--- src/hdl/itc_pkg.sv ---
// ----------------------------------------------------------------------------
// itc_pkg
// Shared constants, codes and item types of the interrupt and timer controller.
// ----------------------------------------------------------------------------
package itc_pkg;

  // Interrupt source layout
  localparam int IRQ_SOURCES     = 11;
  localparam int TIMER_COUNT     = 3;
  localparam int SOFT_IRQ_BIT    = 5;
  localparam int TIMER_FIRST_BIT = 6;
  localparam int SAMPLE_BIT      = 10;

  // Level-select bytes and the highest source bit that owns its own level
  localparam int LEVEL_BYTES   = 3;
  localparam int LEVEL_MAX_BIT = 7;

  // Width of the per-timer wrap flags on the result
  localparam int WRAP_W = 3;

  localparam logic [IRQ_SOURCES-1:0] SOFT_MASK   = IRQ_SOURCES'(32'd1 << SOFT_IRQ_BIT);
  localparam logic [IRQ_SOURCES-1:0] SAMPLE_MASK = IRQ_SOURCES'(32'd1 << SAMPLE_BIT);

  typedef enum logic [1:0] {
    ACT_READ  = 2'd0,
    ACT_WRITE = 2'd1,
    ACT_TICK  = 2'd2
  } itc_action_e;

  typedef enum logic [3:0] {
    REG_FIRST_EN    = 4'd0,
    REG_FIRST_PEND  = 4'd1,
    REG_FIRST_CLR   = 4'd2,
    REG_SECOND_EN   = 4'd3,
    REG_SECOND_PEND = 4'd4,
    REG_SECOND_CLR  = 4'd5,
    REG_TIMER0      = 4'd6,
    REG_TIMER1      = 4'd7,
    REG_TIMER2      = 4'd8,
    REG_LEVEL0      = 4'd9,
    REG_LEVEL1      = 4'd10,
    REG_LEVEL2      = 4'd11
  } itc_reg_e;

  typedef struct packed {
    itc_action_e action;
    logic [3:0]  reg_select;
    logic [15:0] write_data;
    logic        access_size;
    logic        high_byte;
  } itc_item_t;

  typedef struct packed {
    logic [WRAP_W-1:0]      timers_wrapped;
    logic                   second_irq;
    logic [2:0]             first_level;
    logic [IRQ_SOURCES-1:0] first_pending;
    logic [15:0]            read_data;
  } itc_result_t;

endpackage

--- src/hdl/itc_prio.sv ---
// ----------------------------------------------------------------------------
// itc_prio
// Level of the lowest pending source, taken from the three level-select bytes.
// ----------------------------------------------------------------------------
module itc_prio (
  input  logic [itc_pkg::IRQ_SOURCES-1:0] pend_i,
  input  logic [7:0]                      level_i [itc_pkg::LEVEL_BYTES],
  output logic [itc_pkg::LEVEL_BYTES-1:0] level_o
);
  import itc_pkg::*;

  logic [2:0] bit_idx;

  // Scan from the top so the lowest set bit wins; sources above bit 7 share its level
  always_comb begin
    level_o = '0;
    bit_idx = '0;
    for (int b = IRQ_SOURCES - 1; b >= 0; b--) begin
      if (pend_i[b]) begin
        bit_idx = (b > LEVEL_MAX_BIT) ? 3'(LEVEL_MAX_BIT) : 3'(b);
        for (int l = 0; l < LEVEL_BYTES; l++) begin
          level_o[l] = level_i[l][bit_idx];
        end
      end
    end
  end

endmodule

--- src/hdl/itc_regs.sv ---
// ----------------------------------------------------------------------------
// itc_regs
// Control registers, prescaled timers and result logic for one item.
// ----------------------------------------------------------------------------
module itc_regs (
  input  logic                clk_i,
  input  logic                rst_ni,
  input  logic                en_i,
  input  itc_pkg::itc_item_t   item_i,
  output itc_pkg::itc_result_t result_o
);
  import itc_pkg::*;

  logic [IRQ_SOURCES-1:0] first_enable_q, first_enable_d;
  logic [IRQ_SOURCES-1:0] first_pend_q, first_pend_d;
  logic [IRQ_SOURCES-1:0] second_enable_q, second_enable_d;
  logic [IRQ_SOURCES-1:0] second_pend_q, second_pend_d;
  logic [15:0]            timer_word_q [TIMER_COUNT];
  logic [15:0]            timer_word_d [TIMER_COUNT];
  logic [7:0]             step_q [TIMER_COUNT];
  logic [7:0]             step_d [TIMER_COUNT];
  logic [7:0]             left_q [TIMER_COUNT];
  logic [7:0]             left_d [TIMER_COUNT];
  logic [7:0]             level_q [LEVEL_BYTES];
  logic [7:0]             level_d [LEVEL_BYTES];

  logic [15:0]            lanes;
  logic [15:0]            data;
  logic [15:0]            rd_reg;
  logic [15:0]            rd;
  logic [15:0]            en_merge;
  logic [15:0]            tmr_merge;
  logic [7:0]             tmr_step;
  logic [WRAP_W-1:0]      wrapped;
  logic [IRQ_SOURCES-1:0] first_active;
  logic [2:0]             first_level;

  function automatic logic [15:0] merge_lanes(logic [15:0] old, logic [15:0] dat,
                                              logic [15:0] msk);
    return (old & ~msk) | (dat & msk);
  endfunction

  // Byte lanes touched by the access; the untouched lane carries zero
  always_comb begin
    if (item_i.access_size) begin
      lanes = 16'hFFFF;
      data  = item_i.write_data;
    end else if (item_i.high_byte) begin
      lanes = 16'hFF00;
      data  = {item_i.write_data[7:0], 8'h00};
    end else begin
      lanes = 16'h00FF;
      data  = {8'h00, item_i.write_data[7:0]};
    end
  end

  // Read select
  always_comb begin
    rd_reg = '0;
    unique case (item_i.reg_select) inside
      REG_FIRST_EN:    rd_reg = 16'(first_enable_q);
      REG_FIRST_PEND:  rd_reg = 16'(first_pend_q);
      REG_SECOND_EN:   rd_reg = 16'(second_enable_q);
      REG_SECOND_PEND: rd_reg = 16'(second_pend_q);
      REG_TIMER0, REG_TIMER1, REG_TIMER2: begin
        for (int t = 0; t < TIMER_COUNT; t++) begin
          if (item_i.reg_select == 4'(REG_TIMER0) + 4'(t)) rd_reg = timer_word_q[t];
        end
      end
      REG_LEVEL0, REG_LEVEL1, REG_LEVEL2: begin
        for (int l = 0; l < LEVEL_BYTES; l++) begin
          if (item_i.reg_select == 4'(REG_LEVEL0) + 4'(l)) rd_reg = 16'(level_q[l]);
        end
      end
      default: rd_reg = '0;
    endcase
    if (item_i.action != ACT_READ) begin
      rd = '0;
    end else if (item_i.access_size) begin
      rd = rd_reg;
    end else begin
      rd = {8'h00, item_i.high_byte ? rd_reg[15:8] : rd_reg[7:0]};
    end
  end

  // Next state for writes and sample ticks
  always_comb begin
    first_enable_d  = first_enable_q;
    first_pend_d    = first_pend_q;
    second_enable_d = second_enable_q;
    second_pend_d   = second_pend_q;
    timer_word_d    = timer_word_q;
    step_d          = step_q;
    left_d          = left_q;
    level_d         = level_q;
    wrapped         = '0;
    en_merge        = '0;
    tmr_merge       = '0;
    tmr_step        = '0;
    case (item_i.action)
      ACT_WRITE: begin
        unique case (item_i.reg_select) inside
          REG_FIRST_EN: begin
            en_merge       = merge_lanes(16'(first_enable_q), data, lanes);
            first_enable_d = en_merge[IRQ_SOURCES-1:0];
          end
          REG_FIRST_PEND: if (data[SOFT_IRQ_BIT]) first_pend_d = first_pend_q | SOFT_MASK;
          REG_FIRST_CLR:  first_pend_d = first_pend_q & ~data[IRQ_SOURCES-1:0];
          REG_SECOND_EN: begin
            en_merge        = merge_lanes(16'(second_enable_q), data, lanes);
            second_enable_d = en_merge[IRQ_SOURCES-1:0];
          end
          REG_SECOND_PEND: if (data[SOFT_IRQ_BIT]) second_pend_d = second_pend_q | SOFT_MASK;
          REG_SECOND_CLR:  second_pend_d = second_pend_q & ~data[IRQ_SOURCES-1:0];
          REG_TIMER0, REG_TIMER1, REG_TIMER2: begin
            for (int t = 0; t < TIMER_COUNT; t++) begin
              if (item_i.reg_select == 4'(REG_TIMER0) + 4'(t)) begin
                tmr_merge       = merge_lanes(timer_word_q[t], data, lanes);
                tmr_step        = 8'd1 << tmr_merge[10:8];
                timer_word_d[t] = tmr_merge;
                // Restart the prescaler only when the rate really changes
                if (tmr_step != step_q[t]) begin
                  step_d[t] = tmr_step;
                  left_d[t] = tmr_step;
                end
              end
            end
          end
          REG_LEVEL0, REG_LEVEL1, REG_LEVEL2: begin
            for (int l = 0; l < LEVEL_BYTES; l++) begin
              if (item_i.reg_select == 4'(REG_LEVEL0) + 4'(l) && lanes[0]) begin
                level_d[l] = data[7:0];
              end
            end
          end
          default: ;
        endcase
      end
      ACT_TICK: begin
        // Advance each prescaler; count the timer when it runs out
        for (int t = 0; t < TIMER_COUNT; t++) begin
          if (left_q[t] == 8'd1) begin
            left_d[t]            = step_q[t];
            timer_word_d[t][7:0] = timer_word_q[t][7:0] + 8'd1;
            if (timer_word_q[t][7:0] == 8'hFF) begin
              wrapped[t]    = 1'b1;
              first_pend_d  = first_pend_d | IRQ_SOURCES'(32'd1 << (TIMER_FIRST_BIT + t));
              second_pend_d = second_pend_d | IRQ_SOURCES'(32'd1 << (TIMER_FIRST_BIT + t));
            end
          end else begin
            left_d[t] = left_q[t] - 8'd1;
          end
        end
        first_pend_d  = first_pend_d | SAMPLE_MASK;
        second_pend_d = second_pend_d | SAMPLE_MASK;
      end
      default: ;
    endcase
  end

  // Interrupt view after the update
  assign first_active = first_enable_d & first_pend_d;

  itc_prio u_prio (
    .pend_i  (first_active),
    .level_i (level_d),
    .level_o (first_level)
  );

  always_comb begin
    result_o.read_data      = rd;
    result_o.first_pending  = first_active;
    result_o.first_level    = first_level;
    result_o.second_irq     = |(second_enable_d & second_pend_d);
    result_o.timers_wrapped = wrapped;
  end

  // State registers
  always_ff @(posedge clk_i or negedge rst_ni) begin
    if (!rst_ni) begin
      first_enable_q  <= '0;
      first_pend_q    <= '0;
      second_enable_q <= '0;
      second_pend_q   <= '0;
      for (int t = 0; t < TIMER_COUNT; t++) begin
        timer_word_q[t] <= '0;
        step_q[t]       <= 8'd1;
        left_q[t]       <= 8'd1;
      end
      for (int l = 0; l < LEVEL_BYTES; l++) begin
        level_q[l] <= '0;
      end
    end else if (en_i) begin
      first_enable_q  <= first_enable_d;
      first_pend_q    <= first_pend_d;
      second_enable_q <= second_enable_d;
      second_pend_q   <= second_pend_d;
      timer_word_q    <= timer_word_d;
      step_q          <= step_d;
      left_q          <= left_d;
      level_q         <= level_d;
    end
  end

  a_tick_sets_sample : assert property (@(posedge clk_i) disable iff (!rst_ni)
    en_i && item_i.action == ACT_TICK |=>
      (first_pend_q & SAMPLE_MASK) == SAMPLE_MASK &&
      (second_pend_q & SAMPLE_MASK) == SAMPLE_MASK)
    else $error("sample tick did not set the sample-done bit");

  a_wrap_only_on_tick : assert property (@(posedge clk_i) disable iff (!rst_ni)
    item_i.action != ACT_TICK |-> result_o.timers_wrapped == '0)
    else $error("timer wrap flagged on a register access");

  a_idle_holds_state : assert property (@(posedge clk_i) disable iff (!rst_ni)
    !en_i |=> $stable(first_enable_q) && $stable(first_pend_q) &&
              $stable(second_enable_q) && $stable(second_pend_q))
    else $error("interrupt state changed without an item");

endmodule

--- src/hdl/interrupt_and_timer_controller.sv ---
// ----------------------------------------------------------------------------
// interrupt_and_timer_controller
// Register access and sample-tick front end of the interrupt and timer block.
// ----------------------------------------------------------------------------
// Path: each item passes the input register and then the result register; an item waits in
// the input register while the result register is full and m_axis_tready is low.
// Throughput: one item per cycle unless m_axis_tready stalls the output; the register file
// updates in the cycle an item leaves the input register, so later items see its effects.
// Reset: rst_ni clears all masks, timers and level bytes; prescalers restart at one tick.
// Both pipeline registers come up empty.
module interrupt_and_timer_controller (
  input  logic        clk_i,
  input  logic        rst_ni,
  input  logic        s_axis_tvalid,
  output logic        s_axis_tready,
  // reg_select[3:0], write_data[19:4], access_size[20], high_byte[21], zero[23:22]
  input  logic [23:0] s_axis_tdata,
  // action[1:0]
  input  logic [1:0]  s_axis_tuser,
  output logic        m_axis_tvalid,
  input  logic        m_axis_tready,
  // read_data[15:0], first_pending[26:16], first_level[29:27], second_irq[30],
  // timers_wrapped[33:31], zero[39:34]
  output logic [39:0] m_axis_tdata
);
  import itc_pkg::*;

  itc_item_t   in_q, in_d;
  logic        in_valid_q, in_valid_d;
  itc_result_t out_q, out_d;
  logic        out_valid_q, out_valid_d;
  logic        advance;
  logic        in_take;

  // Move an item on when the result register is free or being drained
  assign advance       = in_valid_q && (!out_valid_q || m_axis_tready);
  assign s_axis_tready = !in_valid_q || advance;
  assign in_take       = s_axis_tvalid && s_axis_tready;

  always_comb begin
    in_d.action      = itc_action_e'(s_axis_tuser);
    in_d.reg_select  = s_axis_tdata[3:0];
    in_d.write_data  = s_axis_tdata[19:4];
    in_d.access_size = s_axis_tdata[20];
    in_d.high_byte   = s_axis_tdata[21];
    in_valid_d       = in_take ? 1'b1 : (advance ? 1'b0 : in_valid_q);
    out_valid_d      = advance ? 1'b1 : (m_axis_tready ? 1'b0 : out_valid_q);
  end

  itc_regs u_regs (
    .clk_i    (clk_i),
    .rst_ni   (rst_ni),
    .en_i     (advance),
    .item_i   (in_q),
    .result_o (out_d)
  );

  // Valid flags
  always_ff @(posedge clk_i or negedge rst_ni) begin
    if (!rst_ni) begin
      in_valid_q  <= 1'b0;
      out_valid_q <= 1'b0;
    end else begin
      in_valid_q  <= in_valid_d;
      out_valid_q <= out_valid_d;
    end
  end

  // Payload registers
  always_ff @(posedge clk_i) begin
    if (in_take) begin
      in_q <= in_d;
    end
    if (advance) begin
      out_q <= out_d;
    end
  end

  assign m_axis_tvalid = out_valid_q;
  assign m_axis_tdata  = {6'b0, out_q.timers_wrapped, out_q.second_irq, out_q.first_level,
                          out_q.first_pending, out_q.read_data};

  a_stall_means_full : assert property (@(posedge clk_i) disable iff (!rst_ni)
    !s_axis_tready |-> in_valid_q && out_valid_q && !m_axis_tready)
    else $error("input stalled while the pipeline had room");

  a_advance_fills_out : assert property (@(posedge clk_i) disable iff (!rst_ni)
    advance |=> m_axis_tvalid)
    else $error("processed item did not reach the result register");

  a_result_held : assert property (@(posedge clk_i) disable iff (!rst_ni)
    m_axis_tvalid && !m_axis_tready |=> m_axis_tvalid && $stable(m_axis_tdata))
    else $error("waiting result changed or dropped");

endmodule
--- config.mk ---
export PLATFORM = sky130hd
export DESIGN_NAME = interrupt_and_timer_controller
export DESIGN_NICKNAME = d
export VERILOG_FILES = /design/src/hdl/itc_pkg.sv /design/src/hdl/itc_prio.sv /design/src/hdl/itc_regs.sv /design/src/hdl/interrupt_and_timer_controller.sv
export SDC_FILE = /design/constraint.sdc
export NUM_CORES = 1
export LEC_CHECK = 0
export ABC_AREA = 1
export BUFFER_PORTS_ARGS = -buffer_cell sky130_fd_sc_hd__buf_2
export CORE_AREA = 2 2 174 219
export DETAILED_ROUTE_END_ITERATION = 10
export DIE_AREA = 0 0 176 221
export PLACE_DENSITY_LB_ADDON = 0.15
export SLEW_MARGIN = 20
export SYNTH_ARGS = -nofsm -noshare
export SYNTH_HDL_FRONTEND = slang
export SYNTH_SLANG_ARGS = --single-unit
export TNS_END_PERCENT = 5
--- constraint.sdc ---
create_clock -name clk_i -period 3.3 [get_ports clk_i]
set_clock_uncertainty 0.1 [all_clocks]
set_input_delay 0.33 -clock clk_i [delete_from_list [all_inputs] [get_ports clk_i]]
set_output_delay 0.33 -clock clk_i [all_outputs]
set_load 0.05 [all_outputs]
==> metrics.txt, run 1 <==
Slew Limit Fails 0; largest net degree at the start of global routing 125; CTS buffer count 27; GRT Resource Usage Total 0.208; CP Capture Type flop; kind of start point of the critical path flop; die height 221 um; first-pass detailed-route iteration total 5; final hold violation count 0; drc violations 0; # setup viols final 0; Max Clk Rate 319 MHz; crit path max fanout 6; Tightest Pin Transition 1.14 ns; Final Cycle Share 0.950; Post-DP Area 13900 um^2; Chip Width 176 um; outcome finished clean; layout cell share with drive strength beyond 1 0.148; post-layout util 0.408; total grt overflow 0; Via density 5.04; Core ar. 36900 um^2; final instance area 15000 um^2; vias in the first global route 11263; # rows 79; clock sinks 224; initial antenna violation count 0; Post-synth EDFFs 58; class of the worst hold path in -> async; Synth Instances 1597; Final ANT Viol Nets 0; RD Place Congestion 0.946; total die area 38900 um^2; synth-to-layout area growth 17.8%; non-filler cells, final 2234; Wirelength per Cell 17.9 um; Cell Area, Synth 12800 um^2; worst skew pair latency 0.55 ns; starting density of the core 0.346; vias after detailed routing 11260; Arr. time, crit path 3.27 ns; CP peak stage delay 0.51 ns; clock slew seen by the registers of the worst setup and hold paths 0.06 ns; CP Data Required Time 3.43 ns; crit-path cells inv_1 -> nand2_1 -> nor2_1 -> nand2_1 -> nor2_1 -> buf_4 -> o22ai_1 -> nand3_1 -> o2111ai_1 -> a21oi_1 -> nand4_1; Max H-tree Level 1; DP Wirelength 30000 um; Starting DRT DRC Count 711; worst vdd rail ir drop 0.374 mV; most common cell after layout, fill and taps aside nand2_1; CTS Buffer Depth 3; nets@finish 1769; TNS Setup 0 ns; Power Density 684 nW/um^2; Final min period 3.14 ns; Port-buffer cells 63; Crit Path Class reg -> reg; placed cells 2156; synth unique cells 57; Power Total 0.0103 W; Routed WL 40000 um; Main synth FF type dfrtp_1; share of flip-flops with an asynchronous set or reset 0.741; synth warn 0; FF+latch count, synth 224; CTS root buf clkbuf_16; Antenna diodes 0; Rel. slew slack 0.227; Syn Area/Cell 7.99 um^2; most frequent cells in the layout nand2_1, inv_1, o21ai_0; Max-Cap Viols 0; clock tree from TritonCTS built; leakage power 6.88 nW; first-pass GRT wire length 63600 um; Slowest cell on crit path nor2_1; io pins 72; register area share after synthesis 0.462
[layer usage]
metal,up-vias,global-route usage,routed length (um)
li1,5544,-,-
met1,5365,0.259,16700
met2,283,0.366,20000
met3,68,0.0227,1540
met4,0,0.0842,1720
met5,-,0,0
[report_power, final]
group	switching (W)	internal [W]	total [W]
combinational	0.00222	0.00111	0.00333
clock	0.00121	0.00167	0.00288
sequential	0.000501	0.00358	0.00408
total	0.00393	0.00636	0.0103
[worst max-delay path: cells and delay by family (launching register included)]
kind,cells,cell delay [ns]
DFF,1,0.41
AOI/OAI and AO/OA,3,0.49
buffers and inverters,2,0.30
and+or+nand+nor,6,1.53
[final timing paths]
kind,slack [ns],from,end,cells past startpoint
max,0.16,in_q[20],m_axis_tdata[30],11
min,0.26,rst_ni,u_regs.left_q[12],2
max reg2reg,0.16,in_q[20],m_axis_tdata[30],11
min reg2reg,0.38,u_regs.level_q[15],u_regs.level_q[15],2
max in group asynchronous,1.97,rst_ni,u_regs.second_pend_q[6],3
min in group clk_i,0.38,u_regs.level_q[15],u_regs.level_q[15],2
[cell usage after synthesis, types with 4 or more instances]
library cell / n / area (um^2)
inv_2: 9 / 33.8
a22oi_1: 13 / 97.6
nand2_1: 354 / 1330
xor2_1: 32 / 280
nand2_4: 4 / 45.0
o21ai_1: 12 / 60.1
nand4_1: 6 / 37.5
inv_1: 221 / 830
a2111oi_0: 5 / 43.8
a21oi_2: 9 / 78.8
o221ai_1: 10 / 87.6
xnor2_1: 12 / 105
buf_6: 5 / 56.3
nor3_2: 7 / 70.1
a221oi_1: 21 / 184
clkbuf_1: 29 / 109
ha_1: 12 / 150
dfrtp_1: 160 / 4000
o21ai_2: 12 / 105
nor2_1: 144 / 541
a22o_1: 4 / 35.0
buf_2: 6 / 30.0
buf_1: 8 / 30.0
buf_4: 8 / 60.1
mux2_2: 5 / 56.3
dfstp_2: 6 / 158
a31oi_1: 13 / 81.3
a21oi_1: 50 / 250
nand2_2: 11 / 68.8
o22ai_1: 53 / 332
edfxtp_1: 58 / 1740
nor2_2: 11 / 68.8
nor3_1: 14 / 70.1
nand3_1: 59 / 295
o21ai_0: 176 / 881
[stage by stage]
stage / setup slack (ns) / hold slack, ns
5_1_grt: -0.00201 / 0.320
4_1_cts: 0.265 / 0.286
3_3_place_gp: 0.310 / 0.278
6_report: 0.164 / 0.256
2_1_floorplan: 0.557 / -0.0656
3_5_place_dp: 0.292 / 0.281
[sequential cells by signal (all words and copies together) (netlist names), named ones only]
register,cells
in_valid_q,1
u_regs.left_q,24
u_regs.step_q,24
u_regs.first_pend_q,11
m_axis_tvalid,1
u_regs.level_q,24
u_regs.second_pend_q,11
m_axis_tdata,34
u_regs.timer_word_q,33
u_regs.first_enable_q,11
in_q,24
u_regs.second_enable_q,11
[kinds of logic (layout without fill, tap and decap cells)]
family | count (synthesis) | in the layout | share of synthesized area
other | 1 | 6 | 0.000294
buffers and inverters | 290 | 436 | 0.0920
adders and majority gates | 12 | 12 | 0.0118
and+or+nand+nor | 628 | 628 | 0.210
xor gates and xnor gates | 44 | 44 | 0.0302
DFF | 224 | 224 | 0.462
muxes | 6 | 6 | 0.00519
AOI/OAI and AO/OA | 392 | 392 | 0.188
[final cells by class]
cell class	instances	area (um^2)
clock buffers	40	764
clock inverters	10	75.1
fillers	3815	21800
inverters	233	877
multi-input cells	1088	5720
flip-flops and latches	224	5900
well taps	486	608
repair buffers	153	1090
[repair_timing]
| action | 4_1_cts | 5_1_grt |
|---|---|---|
| resized for setup | 0 | 3 |
| setup buffers | 0 | 0 |
| hold endpoints to repair | 85 | 0 |
| setup endpoints to repair | 0 | 14 |
| hold buffers | 28 | 0 |
No activity file was read; power rests on OpenSTA's default activity.
==> run 2: changes to the inputs <==
- ABC_AREA: 1 -> unset
- CORE_AREA: 2 2 174 219 -> 2 2 175 220
- DIE_AREA: 0 0 176 221 -> 0 0 177 222
- GPL_ROUTABILITY_DRIVEN: unset -> 1
==> run 2 against run 1 <==
Sequential power decreased by 13%. Utilization increased by 0.90 points. Routed wire length increased by 7.2%. Synthesized cell count decreased by 16%. Critical path depth decreased by 3. Combinational power decreased by 49%. Hold slack got worse by 0.0083 ns. First-iteration DRC count increased by 26%. Final cell count decreased by 12%. Via count decreased by 2.0%. Highest routed layer unchanged.
==> metrics.txt, run 2 <==
outcome finished clean; starting density of the core 0.347; synth unique cells 79; non-filler cells, final 1972; die height 222 um; Clock Power Share 0.393; clock sinks 224; top-count cell post-synth dfrtp_1; vias in the first global route 10999; most common cell after layout, fill and taps aside dfrtp_1; synth warn 0; area leader, netlist dfrtp_1; Worst Slack Setup Final 0.204 ns; Tightest Pin Transition 0.899 ns; Wirelength per Cell 21.7 um; worst skew pair latency 0.55 ns; # setup viols final 0; total die area 39300 um^2; Flop pwr share 0.409; Chip Width 177 um; Reg area 5900 um^2; Final Cycle Share 0.938; hold slack final 0.248 ns; synth-to-layout area growth 20.2%; io pins 72; kind of start point of the critical path flop; first-pass GRT wire length 66200 um; RD Place Congestion 0.872; total grt overflow 0; clock tree from TritonCTS built; Max Clk Rate 323 MHz; CTS buffer count 26; DP Wirelength 31300 um; Post-CTS Repair Setup Buffers 0; Max H-tree Level 1; Setup WS pre-CTS 0.217 ns; CP Data Required Time 3.60 ns; Sw Pwr 0.00263 W; final hold violation count 0; Crit Path Class reg -> reg; Final min period 3.10 ns; TNS Setup 0 ns; Final ANT Viol Nets 0; setup repair after global routing missed its margin false; register area share after synthesis 0.459; layout cell share with drive strength beyond 1 0.203; largest net degree at the start of global routing 57; Rel. slew slack 0.394; Arr. time, crit path 3.40 ns; Post-synth EDFFs 58; initial antenna violation count 0; crit path max fanout 5; Routed WL 42900 um; Starting DRT DRC Count 895; Synth Instances 1334; Antenna diodes 0; Port-buffer cells 63; CTS root buf clkbuf_16; Slew Limit Fails 0; top-area cell type share of the netlist area 0.311; Syn Area/Cell 9.64 um^2; Via density 5.60; class of the worst hold path in -> async; synth cell count leaders dfrtp_1, nand2_1, o21ai_0; clock slew seen by the registers of the worst setup and hold paths 0.06 ns; Power Density 559 nW/um^2; nets@finish 1508; drc violations 0; Cell Area, Synth 12900 um^2; first-pass detailed-route iteration total 6; sw frac 0.304; fraction of power consumed by combinational cells 0.198; CP Capture Type flop; GRT Resource Usage Total 0.217; leakage power 6.29 nW; fill count 3619; CTS Buffer Depth 3; Core ar. 37100 um^2; placed cells 1896; synth top area cells dfrtp_1, edfxtp_1, mux2_2, o21ai_0, nand2_1; max FFs per register 34; vias after detailed routing 11037; most frequent cells in the layout dfrtp_1, nand2_1, o21ai_0; Int Power 0.00601 W; Multi-input gate area 6550 um^2; Main synth FF type dfrtp_1; Max-Cap Viols 0; FF+latch count, synth 224; share of flip-flops with an asynchronous set or reset 0.741; # rows 79; worst vdd rail ir drop 0.308 mV
-- run 2: cell type report --
cell class | count | share of cell area
timing repair buffer | 183 | 0.0845
multi-input combinational | 1011 | 0.424
tap | 486 | 0.0394
inverter | 20 | 0.00486
sequential | 224 | 0.382
clock inverter | 20 | 0.0207
clock buffer | 28 | 0.0446
-- run 2: worst paths after layout --
kind | startpoint | to | slack (ns) | cells past startpoint
worst max-delay path | u_regs.left_q[10] | m_axis_tdata[28] | 0.20 | 8
worst min-delay path | rst_ni | async pin | 0.25 | 2
worst max register to register | u_regs.left_q[10] | m_axis_tdata[28] | 0.20 | 8
worst min register to register | u_regs.second_pend_q[7] | u_regs.second_pend_q[7] | 0.41 | 2
max in group asynchronous | rst_ni | u_regs.left_q[13] | 1.97 | 3
min in group clk_i | s_axis_tdata[14] | in_q[12] | 0.38 | 2
-- run 2: routing by layer --
layer / wire [um] / track usage / up-vias / share of wire
met5: 0 / 0 / - / 0
met4: 1480 / 0.0816 / 0 / 0.034
met3: 2120 / 0.0293 / 65 / 0.050
met2: 21200 / 0.371 / 295 / 0.49
met1: 18100 / 0.276 / 5432 / 0.42
li1: - / - / 5245 / -
-- run 2: cells by family after synthesis --
group / Yosys count / share of synthesized area
and+or+nand+nor: 431 / 0.166
AOI/OAI and AO/OA: 424 / 0.217
DFF: 224 / 0.459
muxes: 111 / 0.0932
buffers and inverters: 104 / 0.0341
xor gates and xnor gates: 27 / 0.0184
adders and majority gates: 12 / 0.0117
other: 1 / 0.000292
-- run 2: repair_timing --
action,4_1_cts,5_1_grt
hold endpoints to repair,76,0
setup endpoints to repair,0,9
resized for setup,0,5
hold buffers,28,0
-- run 2: stage by stage --
| stage | area [um^2] | util | power, W |
|---|---|---|---|
| after global placement | 14100 | 0.382 | 0.00524 |
| after CTS | 15400 | 0.417 | 0.00871 |
| after floorplan | 12900 | - | 0.00468 |
| after detailed placement | 14100 | 0.382 | 0.00527 |
| final | 15400 | 0.417 | 0.00864 |
| after global routing | 15400 | 0.417 | 0.00907 |
-- run 2: power groups by stage --
stage	Combinational, W	Clock [W]	Sequential [W]
floorplan	0.00112	0	0.00356
global placement	0.00167	0	0.00358
detailed placement	0.00169	0	0.00358
CTS	0.00172	0.00346	0.00353
global route	0.00191	0.00358	0.00358
finish	0.00171	0.00340	0.00354
-- run 2: critical path, stage by stage (launching register included) --
cell      delay, ns
dfrtp_1        0.43
or4_4          0.58
or3_1          0.41
nor3_2         0.24
nand2_1        0.14
a21o_1         0.25
a311o_1        0.39
a211oi_2       0.24
o32a_1         0.19
